## config.mk

```make
export PLATFORM = sky130hd
export DESIGN_NAME = touch_slider_position_top
export DESIGN_NICKNAME = d
export VERILOG_FILES = /design/src/design/tsp_pkg.sv /design/src/design/touch_slider_position_top.sv
export SDC_FILE = /design/constraint.sdc
export NUM_CORES = 1
export LEC_CHECK = 0
export ABC_AREA = 0
export BUFFER_PORTS_ARGS = -buffer_cell sky130_fd_sc_hd__buf_4
export CORE_ASPECT_RATIO = 0.75
export CORE_MARGIN = 2
export CORE_UTILIZATION = 45
export DETAILED_ROUTE_END_ITERATION = 10
export PLACE_DENSITY = 0.73
export SLEW_MARGIN = 10
export SYNTH_ARGS = -nofsm -noshare
export SYNTH_HDL_FRONTEND = slang
export SYNTH_SLANG_ARGS = --single-unit
```

## constraint.sdc

```tcl
create_clock -name clk -period 6.37 [get_ports clk]
set_clock_uncertainty 0.05 [all_clocks]
set_input_delay 0.3185 -clock clk [delete_from_list [all_inputs] [get_ports clk]]
set_output_delay 0.3185 -clock clk [all_outputs]
set_load 0.05 [all_outputs]
```

## src/design/tsp_pkg.sv

```systemverilog
// shared types, constants and the sequencer program for the touch slider block
// no dependencies; used by touch_slider_position_top
package tsp_pkg;

	localparam int COUNT_W = 16;
	localparam int DELTA_W = 15;
	localparam int SUM_W   = 16;
	localparam int POS_W   = 6;
	localparam int PC_W    = 4;

	localparam logic [COUNT_W-1:0] THRESH_RST = 16'd100;

	localparam logic OP_SCAN = 1'b0;
	localparam logic OP_READ = 1'b1;

	typedef enum logic [1:0] {
		REG_BASE0 = 2'd0,
		REG_BASE1 = 2'd1,
		REG_THR0  = 2'd2,
		REG_THR1  = 2'd3
	} reg_addr_t;

	typedef struct packed {
		logic               opcode;
		logic [COUNT_W-1:0] scan_count;
	} in_t;

	typedef struct packed {
		logic [POS_W-1:0] position;
		logic             recomputed;
	} out_t;

	// micro operations of the datapath
	typedef enum logic [2:0] {
		U_WAIT,
		U_FRESH,
		U_LOAD0,
		U_DIV,
		U_LOAD1,
		U_FINAL,
		U_ZERO,
		U_OUT
	} uop_t;

	// jump conditions, a false condition falls through to the next step
	typedef enum logic [2:0] {
		C_NEVER,
		C_ALWAYS,
		C_NO_READ,
		C_NO_FRESH,
		C_NO_HIT,
		C_DIV_BUSY,
		C_OUT_BUSY
	} cond_t;

	typedef struct packed {
		uop_t            op;
		cond_t           cond;
		logic [PC_W-1:0] target;
	} ucode_t;

	localparam logic [PC_W-1:0] PC_WAIT  = 4'd0;
	localparam logic [PC_W-1:0] PC_FRESH = 4'd1;
	localparam logic [PC_W-1:0] PC_LOAD0 = 4'd2;
	localparam logic [PC_W-1:0] PC_DIV0  = 4'd3;
	localparam logic [PC_W-1:0] PC_LOAD1 = 4'd4;
	localparam logic [PC_W-1:0] PC_DIV1  = 4'd5;
	localparam logic [PC_W-1:0] PC_FINAL = 4'd6;
	localparam logic [PC_W-1:0] PC_ZERO  = 4'd7;
	localparam logic [PC_W-1:0] PC_OUT   = 4'd8;
	localparam logic [PC_W-1:0] PC_BACK  = 4'd9;

	function automatic ucode_t ucode_rom(input logic [PC_W-1:0] pc);
		ucode_t w;
		unique case (pc)
			PC_WAIT:  w = '{op: U_WAIT,  cond: C_NO_READ,  target: PC_WAIT};
			PC_FRESH: w = '{op: U_FRESH, cond: C_NO_FRESH, target: PC_OUT};
			PC_LOAD0: w = '{op: U_LOAD0, cond: C_NO_HIT,   target: PC_ZERO};
			PC_DIV0:  w = '{op: U_DIV,   cond: C_DIV_BUSY, target: PC_DIV0};
			PC_LOAD1: w = '{op: U_LOAD1, cond: C_NEVER,    target: PC_WAIT};
			PC_DIV1:  w = '{op: U_DIV,   cond: C_DIV_BUSY, target: PC_DIV1};
			PC_FINAL: w = '{op: U_FINAL, cond: C_ALWAYS,   target: PC_OUT};
			PC_ZERO:  w = '{op: U_ZERO,  cond: C_NEVER,    target: PC_WAIT};
			PC_OUT:   w = '{op: U_OUT,   cond: C_OUT_BUSY, target: PC_OUT};
			PC_BACK:  w = '{op: U_WAIT,  cond: C_ALWAYS,   target: PC_WAIT};
			default:  w = '{op: U_WAIT,  cond: C_ALWAYS,   target: PC_WAIT};
		endcase
		return w;
	endfunction

endpackage

```

## src/design/touch_slider_position_top.sv

```systemverilog
// top level of the two-electrode capacitive slider position block
// depends on tsp_pkg for payload types, register map and the sequencer program

// Two-electrode slider. In a scan transfer (opcode 0) the scan count
// minus that electrode's baseline, clamped at zero, becomes the electrode's
// delta, and the electrodes alternate, the second one marking the pair fresh.
// A read transfer (opcode 1) gives one result. With fresh data and either
// delta above its threshold, the position is (L - d0*L/sum + d1*L/sum)/2 with
// L = SLIDER_MM; with fresh data and no touch it is 0; without fresh data the
// held position is repeated and recomputed is 0. A microcoded sequencer runs
// the read: a 10-step program in a constant table drives two multiplications, one
// shared restoring divider (one quotient bit a cycle) and the final average.
// A fresh touched read runs both divisions before its result is loaded; a
// read without fresh data or an untouched fresh read skips them. in_ready is
// high only while the sequencer waits, the result sits in an output register
// so a new transfer is taken while it waits for out_ready. Registers at byte
// addresses 0, 4, 8, 12: baselines of electrode 0 and 1, thresholds of
// electrode 0 and 1 (reset 100).
module touch_slider_position_top #(
	parameter int SLIDER_MM = 40
) (
	input  logic               clk,
	input  logic               arst_n,
	// item input
	input  logic               in_valid,
	output logic               in_ready,
	input  tsp_pkg::in_t       in_data,
	// result output
	output logic               out_valid,
	input  logic               out_ready,
	output tsp_pkg::out_t      out_data,
	// configuration port
	input  logic               psel,
	input  logic               penable,
	input  logic               pwrite,
	input  logic [3:0]         paddr,
	input  logic [31:0]        pwdata,
	output logic [31:0]        prdata,
	output logic               pready
);

	// quotient width, numerator width and division step counter width
	localparam int MW = $clog2(SLIDER_MM + 1);
	localparam int NW = tsp_pkg::DELTA_W + MW;
	localparam int CW = $clog2(NW);

	localparam logic [CW-1:0] LAST_STEP = CW'(NW - 1);

	// configuration registers
	logic [tsp_pkg::COUNT_W-1:0] base0_q, base1_q, thr0_q, thr1_q;

	// slider state
	logic [tsp_pkg::DELTA_W-1:0] d0_q, d1_q;
	logic                        cur_q;
	logic                        fresh_q;
	logic [tsp_pkg::POS_W-1:0]   held_q;
	logic                        rcmp_q;

	// sequencer and datapath
	logic [tsp_pkg::PC_W-1:0]   pc_q, pc_next;
	tsp_pkg::ucode_t            uw;
	logic [NW-1:0]              num_q;
	logic [tsp_pkg::SUM_W-1:0]  rem_q, sum_q;
	logic [CW-1:0]              cnt_q;
	logic [MW-1:0]              p0_q;

	// output register
	logic          out_valid_q;
	tsp_pkg::out_t out_q;

	// combinational helpers
	logic                        in_xfer, cfg_wr, hit, jump, out_free, out_load;
	logic [tsp_pkg::COUNT_W-1:0] base_sel, diff;
	logic [tsp_pkg::DELTA_W-1:0] delta;
	logic [tsp_pkg::SUM_W:0]     trial;
	logic                        qbit;
	logic [tsp_pkg::SUM_W-1:0]   rem_next;
	logic [MW:0]                 avg_sum;
	logic [MW-1:0]               avg;

	// microcode fetch
	assign uw = tsp_pkg::ucode_rom(pc_q);

	// only the wait step decodes a read, so input is taken there alone
	assign in_ready = (pc_q == tsp_pkg::PC_WAIT);
	assign in_xfer  = in_valid && in_ready;

	// apb write strobe, no wait states
	assign pready = 1'b1;
	assign cfg_wr = psel && penable && pwrite;

	always_comb begin
		unique case (tsp_pkg::reg_addr_t'(paddr[3:2]))
			tsp_pkg::REG_BASE0: prdata = 32'(base0_q);
			tsp_pkg::REG_BASE1: prdata = 32'(base1_q);
			tsp_pkg::REG_THR0:  prdata = 32'(thr0_q);
			tsp_pkg::REG_THR1:  prdata = 32'(thr1_q);
			default:            prdata = '0;
		endcase
	end

	always_ff @(posedge clk or negedge arst_n) begin
		if (!arst_n) begin
			base0_q <= '0;
			base1_q <= '0;
			thr0_q  <= tsp_pkg::THRESH_RST;
			thr1_q  <= tsp_pkg::THRESH_RST;
		end else if (cfg_wr) begin
			unique case (tsp_pkg::reg_addr_t'(paddr[3:2]))
				tsp_pkg::REG_BASE0: base0_q <= pwdata[tsp_pkg::COUNT_W-1:0];
				tsp_pkg::REG_BASE1: base1_q <= pwdata[tsp_pkg::COUNT_W-1:0];
				tsp_pkg::REG_THR0:  thr0_q  <= pwdata[tsp_pkg::COUNT_W-1:0];
				tsp_pkg::REG_THR1:  thr1_q  <= pwdata[tsp_pkg::COUNT_W-1:0];
				default: ;
			endcase
		end
	end

	// scan delta: 16-bit wrap, negative clamps to zero
	assign base_sel = cur_q ? base1_q : base0_q;
	assign diff     = in_data.scan_count - base_sel;
	assign delta    = diff[tsp_pkg::COUNT_W-1] ? '0 : diff[tsp_pkg::DELTA_W-1:0];

	// touch test on the held deltas
	assign hit = (tsp_pkg::COUNT_W'(d0_q) > thr0_q) || (tsp_pkg::COUNT_W'(d1_q) > thr1_q);

	// one restoring division step, quotient bits shift into num_q
	assign trial    = {rem_q, num_q[NW-1]};
	assign qbit     = (trial >= {1'b0, sum_q});
	assign rem_next = qbit ? tsp_pkg::SUM_W'(trial - {1'b0, sum_q})
	                       : trial[tsp_pkg::SUM_W-1:0];

	// average of the two ratio positions, p0 <= L so no underflow
	assign avg_sum = (MW+1)'(SLIDER_MM) - {1'b0, p0_q} + {1'b0, num_q[MW-1:0]};
	assign avg     = avg_sum[MW:1];

	// output slot
	assign out_free = !out_valid_q || out_ready;
	assign out_load = (uw.op == tsp_pkg::U_OUT) && out_free;

	// jump condition and next step
	always_comb begin
		unique case (uw.cond)
			tsp_pkg::C_NEVER:    jump = 1'b0;
			tsp_pkg::C_ALWAYS:   jump = 1'b1;
			tsp_pkg::C_NO_READ:  jump = !(in_xfer && (in_data.opcode == tsp_pkg::OP_READ));
			tsp_pkg::C_NO_FRESH: jump = !fresh_q;
			tsp_pkg::C_NO_HIT:   jump = !hit;
			tsp_pkg::C_DIV_BUSY: jump = (cnt_q != LAST_STEP);
			tsp_pkg::C_OUT_BUSY: jump = !out_free;
			default:             jump = 1'b1;
		endcase
		pc_next = jump ? uw.target : pc_q + 1'b1;
	end

	// control state
	always_ff @(posedge clk or negedge arst_n) begin
		if (!arst_n) begin
			pc_q        <= tsp_pkg::PC_WAIT;
			d0_q        <= '0;
			d1_q        <= '0;
			cur_q       <= 1'b0;
			fresh_q     <= 1'b1;
			held_q      <= '0;
			out_valid_q <= 1'b0;
		end else begin
			pc_q <= pc_next;
			// scan transfer updates the current electrode
			if (in_xfer && (in_data.opcode == tsp_pkg::OP_SCAN)) begin
				cur_q <= !cur_q;
				if (cur_q) begin
					d1_q    <= delta;
					fresh_q <= 1'b1;
				end else begin
					d0_q <= delta;
				end
			end
			if (uw.op == tsp_pkg::U_FINAL) begin
				held_q  <= tsp_pkg::POS_W'(avg);
				fresh_q <= 1'b0;
			end
			if (uw.op == tsp_pkg::U_ZERO) begin
				held_q  <= '0;
				fresh_q <= 1'b0;
			end
			if (out_load) begin
				out_valid_q <= 1'b1;
			end else if (out_ready) begin
				out_valid_q <= 1'b0;
			end
		end
	end

	// datapath registers
	always_ff @(posedge clk) begin
		unique case (uw.op)
			tsp_pkg::U_FRESH: rcmp_q <= fresh_q;
			tsp_pkg::U_LOAD0: begin
				sum_q <= tsp_pkg::SUM_W'(d0_q) + tsp_pkg::SUM_W'(d1_q);
				num_q <= NW'(d0_q) * NW'(SLIDER_MM);
				rem_q <= '0;
				cnt_q <= '0;
			end
			tsp_pkg::U_DIV: begin
				num_q <= {num_q[NW-2:0], qbit};
				rem_q <= rem_next;
				cnt_q <= cnt_q + 1'b1;
			end
			tsp_pkg::U_LOAD1: begin
				p0_q  <= num_q[MW-1:0];
				num_q <= NW'(d1_q) * NW'(SLIDER_MM);
				rem_q <= '0;
				cnt_q <= '0;
			end
			tsp_pkg::U_OUT: begin
				if (out_free) begin
					out_q.position   <= held_q;
					out_q.recomputed <= rcmp_q;
				end
			end
			default: ;
		endcase
	end

	assign out_valid = out_valid_q;
	assign out_data  = out_q;

`ifndef NO_ASSERTIONS
	// second electrode scan marks the pair fresh
	a_scan_fresh: assert property (@(posedge clk) disable iff (!arst_n)
		(in_xfer && (in_data.opcode == tsp_pkg::OP_SCAN) && cur_q) |=> fresh_q)
		else $error("second scan did not mark data fresh");

	// a loaded result carries the held position
	a_out_held: assert property (@(posedge clk) disable iff (!arst_n)
		out_load |=> (out_q.position == held_q))
		else $error("result position differs from held position");

	// positions never pass the slider length
	a_pos_range: assert property (@(posedge clk) disable iff (!arst_n)
		out_valid_q |-> (8'(out_q.position) <= 8'(SLIDER_MM)))
		else $error("position beyond slider length");

	// partial remainder stays below the divisor
	a_div_rem: assert property (@(posedge clk) disable iff (!arst_n)
		(uw.op == tsp_pkg::U_DIV) |-> (rem_q < sum_q))
		else $error("division remainder out of range");
`endif

endmodule
```

======== After elaboration in Yosys (flattened, before gate mapping) ========
Memory sizes are Yosys's and may differ from the RTL's.
Index checks and enable logic that the tools add are counted.
word-level totals
  register bits ........................... 179
  ROM bits ................................ 160
  input bits .............................. 60
  output and inout port bits .............. 42
  logic and storage cells ................. 99
  memories ................................ 1
memory list
  name              words  bits a word  read ports  clocked after Yosys merged registers in  wr ports  RTL line       source
  (name not given)  16     10           1           0                                        0         tsp_pkg.sv:75  unique case (pc)
operators by class
  $add $sub $neg .......................... 7
  $mul .................................... 2
  magnitude comparators ................... 3
  equal/unequal tests ..................... 16
  multiplexer cells ....................... 17
  bitwise gates (word level) .............. 2
  reductions and logical operators ........ 32
operators by type and width
  cell                   number
  $pmux 32 s4            1
  $pmux 21 s3            1
  $mul 15x3->18 const B  2
  $gt 15x16->1           2
  $mux 16                2
  $pmux 16 s2            1
  $sub 16x16->16         2
  $eq 3x3->1 const B     7
  $ge 17x16->1           1
  $add 15x15->16         1
  $reduce_and 2->1       8
  $mux 15                1
  $eq 3x2->1 const B     4
  $mux 6                 2
  $pmux 5 s2             1
  $reduce_bool 3->1      3
  $add 7x6->7            1
  $sub 6x6->7 const A    1
  $logic_and 1x1->1      6
  $logic_not 1->1        6
  $mux 1                 6
  $pmux 1 s6             1
  $reduce_bool 2->1      3
  $add 5x1->5 const B    1
  12 further kinds       15

======== Logic depth before layout (Yosys ltp) ========
Gate-level depths: netlist (run 1).
  depth in word-level cells ............... 6
  depth in mapped cells ................... 12
  mapped depth without buffers ............ 11

======== Least setup slack after synthesis (run 1) ========
OpenSTA, ideal clock, no wires.
  path type ............................... register to register
  from .................................... reg cur_q
  to ...................................... reg d0_q[10] in the netlist's numbering
  setup time .............................. 135 ps
  data arrival time ....................... 2782 ps
  required time ........................... 6185 ps
  slack ................................... 3403 ps
  cell stages (with the launch flop) ...... 13
  path buffers ............................ 3
  clock period less this slack ............ 2967 ps
  cell sequence ........................... dfrtp_1 buf_4 buf_1 mux2i_1 ha_1 o21a_1 o31a_2 o211ai_2 a31oi_4 a21oi_4 xor2_4 buf_6 o31ai_1
between the ends
  cells in the longest elaborated chain, start to end .. 3
  elaborated cells between the ends (all ways) .. 5
  those cells by class .................... 1 x add/sub; 2 x mux; 1 x bitwise; 1 x reduce/logical
RTL lines
  item                      RTL line                          source
  start: declaration        touch_slider_position_top.sv:54   logic cur_q;
  start signal: assignment  touch_slider_position_top.sv:170  cur_q <= !cur_q;
  $mux 16                   touch_slider_position_top.sv:120  assign base_sel = cur_q ? base1_q : base0_q;
  $sub 16x16->16            touch_slider_position_top.sv:121  assign diff = in_data.scan_count - base_sel;
  $mux 15                   touch_slider_position_top.sv:122  assign delta = diff[tsp_pkg::COUNT_W-1] ? '0 : diff[tsp_pkg::DELTA_W-1:0];
  end signal: assignment    touch_slider_position_top.sv:175  d0_q <= delta;
  end: declaration          touch_slider_position_top.sv:53   logic [tsp_pkg::DELTA_W-1:0] d0_q, d1_q;
Parallel ways exist; a longest one is shown, timed or not.
A chain may end at the register's enable or synchronous reset.

======== Worst setup path after layout (run 1) ========
  from .................................... reg pc_q[0] in the netlist's numbering
  to ...................................... reg num_q[20], enable pin
between the ends
  cells in the longest elaborated chain, start to end .. 3
  elaborated cells between the ends (all ways) .. 5
  those cells by class .................... 3 x eq/ne; 1 x reduce/logical; 1 x memory
RTL lines
  item                                      RTL line                          source
  start: declaration                        touch_slider_position_top.sv:60   logic [tsp_pkg::PC_W-1:0] pc_q, pc_next;
  start signal: assignment                  touch_slider_position_top.sv:159  pc_q <= tsp_pkg::PC_WAIT;
  start signal: assignment                  touch_slider_position_top.sv:167  pc_q <= pc_next;
  $mem_v2 16x10 (*)                         --
  $eq 3x3->1 or $eq 3x2->1 (tied branches)  touch_slider_position_top.sv:196  unique case (uw.op)
  $reduce_bool 3->1 (no source line) (*)    --
  end signal: assignment                    touch_slider_position_top.sv:200  num_q <= NW'(d0_q) * NW'(SLIDER_MM);
  end signal: assignment                    touch_slider_position_top.sv:205  num_q <= {num_q[NW-2:0], qbit};
  end signal: assignment                    touch_slider_position_top.sv:211  num_q <= NW'(d1_q) * NW'(SLIDER_MM);
  end: declaration                          touch_slider_position_top.sv:62   logic [NW-1:0] num_q;
Every way passes the cells marked *; elsewhere a longest branch is shown, timed or not.

==> flow_summary.toml, run 1 <==
[cts]
clk_latency_ns = 0.44
post_cts_buffers = 0
clkTransAtPathRegs_ns = 0.07
tritoncts = "done"
cts-root-buf = "clkbuf_16"
cts_buffer_depth = 2
h-tree-depth = 4
cts.sinks = 179
ctsResizeCount = 0
cts_buffers = 17

[sta]
worst_pin_slew_ns = 1.08
fin_crit_sh = 0.622
setup_viol = 0
fin_crit_ns = 3.96
hold_viol_final = 0
timing.final.ws_setup_ns = 2.41
fin_setup_tns_ns = 0
drv_slew = 0
relSlewSlack = 0.277
rsz0062_at_grt = "no"
fmax_mhz = 252
holdWs_ns = 0.0544

[outcome]
status = "complete, no violations"

[synthesis]
synth_seq_cells = 179
synth_area_um2 = 12800
ys_top_cells_by_area = "dfrtp_1 20%, edfxtp_1 17%, ha_1 14%"
ys_seq_area_frac = 0.380
synth_cell_type_count = 89
avgSynthCellArea_um2 = 10.3
async_flop_share = 0.598
synth-edff-count = 72
yosysTopAreaCellShare = 0.196
ys.flop_type = "dfrtp_1"
yosys.area.top_type = "dfrtp_1"
synthCells = 1238
yosys_warnings = 0

[place]
io_buffer_count = 66
place_area_um2 = 13500
dp_worst_setup_slack_ns = 2.40
post-dp-hpwl_um = 22000
routabilityCongestion = 0.889

[global_routing]
track_usage = 0.208
antenna_found_initial = 0
grt_pass1_wl_um = 48400
grt_overflow = 0
grt_pass1_vias = 9176
grt_max_degree = 70

[routing]
drc = 0
num_vias = 9608
via_per_inst = 5.69
wl_um = 29600
wl_per_cell_um = 17.5
first_iter_violations = 670
first_pass_iters = 8
ant_nets = 0

[worst_hold_path]
hold_class = "in2reg"

[layout]
fillers = 2542
area_delta_synth_final_pct = 10.3
layout-drive-gt1-share = 0.161
fin_area_um2 = 14100
nets = 1500
antenna_cells = 0

[floorplan]
rows = 53
io_pins = 102
dieArea_um2 = 29800
core_um2 = 28000
die_height_um = 150
fp.dieW_um = 199
start_util = 0.456

[worst_setup_path]
worstPathMaxFanout = 22
worst-setup-path-type = "reg2reg"
crit_path_end_kind = "flip-flop"
worstPathRequired_ns = 6.30
cp.arrival_ns = 3.89
worst_setup_path_start_kind = "flip-flop"

[pwr]
ir_drop_mv = 0.250
p_leak_uw = 0.00637
p_per_area_nw_per_um2 = 520

[run]
maxCapViolations = 0
cells in the final DEF, fill, tap and decap left out, types with 11 or more instances in the layout:
cell / count
a21o_1: 22
xor2_1: 25
mux4_2: 16
nor3_1: 21
nand2_1: 98
dfrtp_1: 100
a22oi_1: 13
a31oi_1: 11
ha_1: 144
o21ai_0: 74
nand3_1: 33
conb_1: 17
inv_1: 92
a21oi_1: 72
xnor2_1: 37
nor2_1: 48
mux2_2: 51
nand2b_1: 16
mux2i_1: 20
a211oi_1: 11
buf_4: 70
clkbuf_16: 17
edfxtp_1: 72
o31ai_1: 35
nor2b_1: 17
repair_timing:
| item | CTS | global route |
|---|---|---|
| endpoints found under the hold margin | 38 | 0 |
| hold buffers | 1 | 0 |
| setup endpoints to repair | 0 | 0 |
report_power, final:
| group | switching, uW | leakage [uW] | internal, uW |
|---|---|---|---|
| combinational | 2390 | 0.00411 | 1660 |
| clock | 500 | 0.000272 | 525 |
| sequential | 436 | 0.00199 | 1820 |
| total | 3320 | 0.00637 | 4010 |
metal layers:
layer / vias up / GRT usage / share of wire
met3: 25 / 0.0370 / 0.063
met4: 0 / 0.0425 / 0.0097
met5: - / 0 / 0
li1: 4643 / - / -
met1: 4638 / 0.306 / 0.49
met2: 302 / 0.321 / 0.44
cells in the mapped netlist (18+ instances only):
library cell and number:
nor2_1 48, inv_1 92, a21o_1 22, a21oi_1 72, nand2_1 98, mux2i_1 20, mux2_2 51, xor2_1 25
o31ai_1 35, dfrtp_1 100, nand3_1 33, xnor2_1 37, nor3_1 21, ha_1 144, buf_4 18, edfxtp_1 72
o21ai_0 74
registers in the layout (all words and copies together) (netlist names):
signal	flops
pc_q	4
rcmp_q	1
cur_q	1
base0_q	16
thr0_q	16
sum_q	16
out_valid	1
d0_q	15
num_q	21
fresh_q	1
base1_q	16
p0_q	6
held_q	6
d1_q	15
out_data	7
thr1_q	16
rem_q	16
cnt_q	5
layout make-up:
cell class	count	area (um^2)	share of cell area
Multi-Input combinational cell	926	7310	0.519
Sequential cell	179	4850	0.344
Timing Repair Buffer	71	536	0.0380
Tap cell	385	482	0.0342
Clock buffer	19	443	0.0314
Inverter	95	357	0.0253
Clock inverter	13	111	0.00791
cells by family (layout without fill, tap and decap cells):
group                    count (synthesis)  after routing  share of synthesized area
AO/OA/AOI/OAI                          317            317                      0.168
XOR/XNOR                                63             63                     0.0447
adder cells (fa/ha/maj)                150            150                      0.151
buffers and inverters                  148            198                     0.0526
flip-flops                             179            179                      0.380
multiplexers                            88             88                     0.0901
other                                    2             17                   0.000588
AND/OR/NAND/NOR                        291            291                      0.114
stage by stage:
step                      std cells   util  power, uW
after floorplan                1253      -       5340
after CTS                      1688  0.503       7310
after global routing           1688  0.503       7930
final                          1688  0.503       7330
after global placement         1655  0.483       6130
after detailed placement       1655  0.483       6250
worst max-delay path: stages, from the launching register on:
cell	delay, ns
dfrtp_1	0.67
inv_2	0.17
ha_1	0.72
nor2_1	0.13
nand2_2	0.28
inv_2	0.28
a21oi_2	0.48
nand2_1	0.69
final timing paths:
kind	slack, ns	startpoint	end	cells past startpoint
setup reg to reg	2.41	pc_q[0]$_DFF_PN0_	num_q[20]$_DFFE_PP_	7
min in group asynchronous	0.34	arst_n	thr1_q[13]$_DFFE_PN0P_	2
hold reg to reg	0.40	held_q[5]$_DFFE_PN0N_	out_data[6]$_DFFE_PP_	0
hold / removal	0.05	pwdata[14]	thr0_q[14]$_DFFE_PN0P_	3
max in group asynchronous	4.65	arst_n	held_q[0]$_DFFE_PN0N_	3
setup / recovery	2.41	pc_q[0]$_DFF_PN0_	num_q[20]$_DFFE_PP_	7
Power figures use the tool's default switching activity.
==> run 2, diff against run 1 <==
--- a/config.mk
+++ b/config.mk
@@ -5,13 +5,13 @@
 export SDC_FILE = /design/constraint.sdc
 export NUM_CORES = 1
 export LEC_CHECK = 0
-export ABC_AREA = 0
+export ABC_AREA = 1
 export BUFFER_PORTS_ARGS = -buffer_cell sky130_fd_sc_hd__buf_4
 export CORE_ASPECT_RATIO = 0.75
 export CORE_MARGIN = 2
 export CORE_UTILIZATION = 45
 export DETAILED_ROUTE_END_ITERATION = 10
-export PLACE_DENSITY = 0.73
+export PLACE_DENSITY = 0.75
 export SLEW_MARGIN = 10
 export SYNTH_ARGS = -nofsm -noshare
 export SYNTH_HDL_FRONTEND = slang
==> constraint.sdc (replaced) <==
create_clock -name clk -period 3.5 [get_ports clk]
set_clock_uncertainty 0.05 [all_clocks]
set_input_delay 0.175 -clock clk [delete_from_list [all_inputs] [get_ports clk]]
set_output_delay 0.175 -clock clk [all_outputs]
set_load 0.05 [all_outputs]
==> run 2 against run 1 <==
Compared with the run above:
- non-clock buffer count grew 22
- largest cell class unchanged
- register-to-register slack worse by 1.8 ns
- largest power group unchanged
- synthesized cell count rose by 27%
- critical path depth is 4 higher
- sequential share of layout area shrank 0.77 points
- core utilization is 0.90 points higher
- critical endpoint unchanged
- clock power rose by 84%
- design area grew 2.3%
==> flow_summary.toml, run 2 <==
[sta]
worst_pin_slew_ns = 1.15
timing.final.ws_setup_ns = 0.617
setup_viol = 0
drv_slew = 0
hold_viol_final = 0
fin_crit_ns = 2.88
fmax_mhz = 347
fin_setup_tns_ns = 0
fin_crit_sh = 0.824
relSlewSlack = 0.230
rsz0062_at_grt = "no"

[routing]
wl_um = 32800
first_iter_violations = 916
first_pass_iters = 5
ant_nets = 0
via_per_inst = 5.37
drc = 0
wl_per_cell_um = 16.0
num_vias = 11000

[synthesis]
synth_cell_type_count = 54
synthCells = 1576
yosys_warnings = 0
synth_area_um2 = 12900
synth-edff-count = 72
yosysTopAreaCellShare = 0.194
ys_seq_area_frac = 0.376
synthTopCellsByCount = "407 x nand2_1, 178 x inv_1, 144 x ha_1, 109 x o21ai_0, 100 x dfrtp_1"
ys_top_cells_by_area = "dfrtp_1 19%, edfxtp_1 17%, ha_1 14%"
yosys.area.top_type = "dfrtp_1"
synth_seq_cells = 179
yosysMostFrequentCell = "nand2_1"
async_flop_share = 0.598
ys.flop_type = "dfrtp_1"
avgSynthCellArea_um2 = 8.17

[place]
io_buffer_count = 66
post-dp-hpwl_um = 24900
dp_worst_setup_slack_ns = 0.697
routabilityCongestion = 0.956

[cts]
clkTransAtPathRegs_ns = 0.07
cts_buffers = 17
cts_buffer_depth = 2
post_cts_buffers = 0
cts-root-buf = "clkbuf_16"
tritoncts = "done"
clk_latency_ns = 0.45
h-tree-depth = 4
cts.sinks = 179

[layout]
fin_util = 0.512
final_common_cell = "nand2_1"
regMostFlops = "num_q"
layout_common_cells = "407 x nand2_1, 178 x inv_1, 144 x ha_1"
fillers = 2647
layout-drive-gt1-share = 0.114
antenna_cells = 0
nets = 1863
area_delta_synth_final_pct = 11.8
largest_reg_flops = 21

[pwr]
fin_total_pwr_uw = 14600
p_leak_uw = 0.00724
ir_drop_mv = 0.478
p_per_area_nw_per_um2 = 1010

[global_routing]
grt_pass1_vias = 10400
grt_pass1_wl_um = 53500
antenna_found_initial = 0
track_usage = 0.228
grt_overflow = 0
grt_max_degree = 66

[worst_setup_path]
reg2reg_to = "num_q[20]$_DFFE_PP_"
cp-startpoint = "d0_q[1]$_DFFE_PN0P_"
worstPathRequired_ns = 3.59
worstPathMaxFanout = 5
reg2reg_from = "d0_q[1]$_DFFE_PN0P_"
r2r_cells = 11
crit_top_cell = "nand3_1"
max_stage_delay_ns = 0.45
crit_path_end_kind = "flip-flop"
slowest_stage = "dfrtp_1"
path_cells = "ha_1, ha_1, fa_1, nand3_1, nand2_1, nand3_1, nand3_1, nand2_1, inv_1, o211ai_1, nand3_1"
cp.arrival_ns = 2.97
reg2reg_setup_slack_ns = 0.62
worst_setup_path_start_kind = "flip-flop"
worst-setup-path-type = "reg2reg"

[floorplan]
rows = 53
fp.dieW_um = 199
die_height_um = 151
io_pins = 102
core_um2 = 28100
dieArea_um2 = 30000
start_util = 0.458

[run]
maxCapViolations = 0

[worst_hold_path]
hold_class = "in2reg"
hold_depth = 3
holdPathEnd = "base1_q[11]$_DFFE_PN0P_"
min_from = "pwdata[11]"

[outcome]
status = "complete, no violations"
[run 2: changes by cell type in the layout (fill, tap and decap cells not counted), moves of 29 or more]
cell     previous run  this run
inv_1              92       178
mux2_2             51         0
nand2_1            98       407
nand3_1            33        96
nor2_1             48        77
o21ai_0            74       109
o31ai_1            35         2
[run 2: cell type report]
class / count / area [um^2] / share of cell area
Multi-Input combinational cell: 1164 / 7030 / 0.488
Sequential cell: 179 / 4850 / 0.337
Inverter: 198 / 756 / 0.0525
Timing Repair Buffer: 93 / 738 / 0.0512
Tap cell: 385 / 482 / 0.0334
Clock buffer: 21 / 463 / 0.0321
Clock inverter: 11 / 88.8 / 0.00617
[run 2: worst max-delay path by stage]
| stage | endpoint | depth (start not counted) |
|---|---|---|
| final | num_q[20]$_DFFE_PP_ | 11 |
| after global routing | d1_q[1]$_DFFE_PN0P_ | 13 |
| after CTS | num_q[20]$_DFFE_PP_ | 11 |
| after detailed placement | num_q[20]$_DFFE_PP_ | 11 |
| after global placement | num_q[20]$_DFFE_PP_ | 11 |
| after floorplan | d0_q[10]$_DFFE_PN0P_ | 16 |
[run 2: kinds of logic (layout without fill, tap and decap cells)]
logic type | count (synthesis) | count (layout) | synth area share
xor+xnor | 49 | 49 | 0.0333
mux | 14 | 14 | 0.0109
simple gates | 632 | 632 | 0.208
flops | 179 | 179 | 0.376
buf+inv | 248 | 323 | 0.0828
compound gates | 302 | 302 | 0.139
other cells | 2 | 17 | 0.000583
fa+ha+maj | 150 | 150 | 0.149
[run 2: per-layer routing]
metal  GRT usage  vias up  wire length [um]
li1            -     5411                 -
met1       0.344     5203             16300
met2       0.340      377             13800
met3      0.0435       25              2370
met4      0.0463        0               362
met5           0        -                 0
[run 2: power by group]
group          total [uW]  switching, uW  leakage [uW]  internal [uW]
Clock                1880            902      0.000279            974
Sequential           4220            738       0.00204           3480
Combinational        8490           5430       0.00491           3060
Total               14600           7070       0.00724           7520
[run 2: through the flow]
step / area [um^2] / hold WS, ns / cells
floorplan: 12900 / -0.171 / 1591
global placement: 13700 / 0.278 / 2008
detailed placement: 13700 / 0.285 / 2008
CTS: 14400 / 0.000689 / 2051
global route: 14400 / 0.0109 / 2051
finish: 14400 / 0.00695 / 2051
[run 2: repair_timing]
action | in CTS | in global routing
hold endpoints to repair | 73 | 0
hold buffers | 11 | 0
resized for setup | 0 | 0
[run 2: critical path: cells and delay by family (launching register included)]
kind	cells	cell delay, ns
flops	1	0.45
buf+inv	1	0.05
compound gates	1	0.20
fa+ha+maj	3	0.96
simple gates	6	0.86
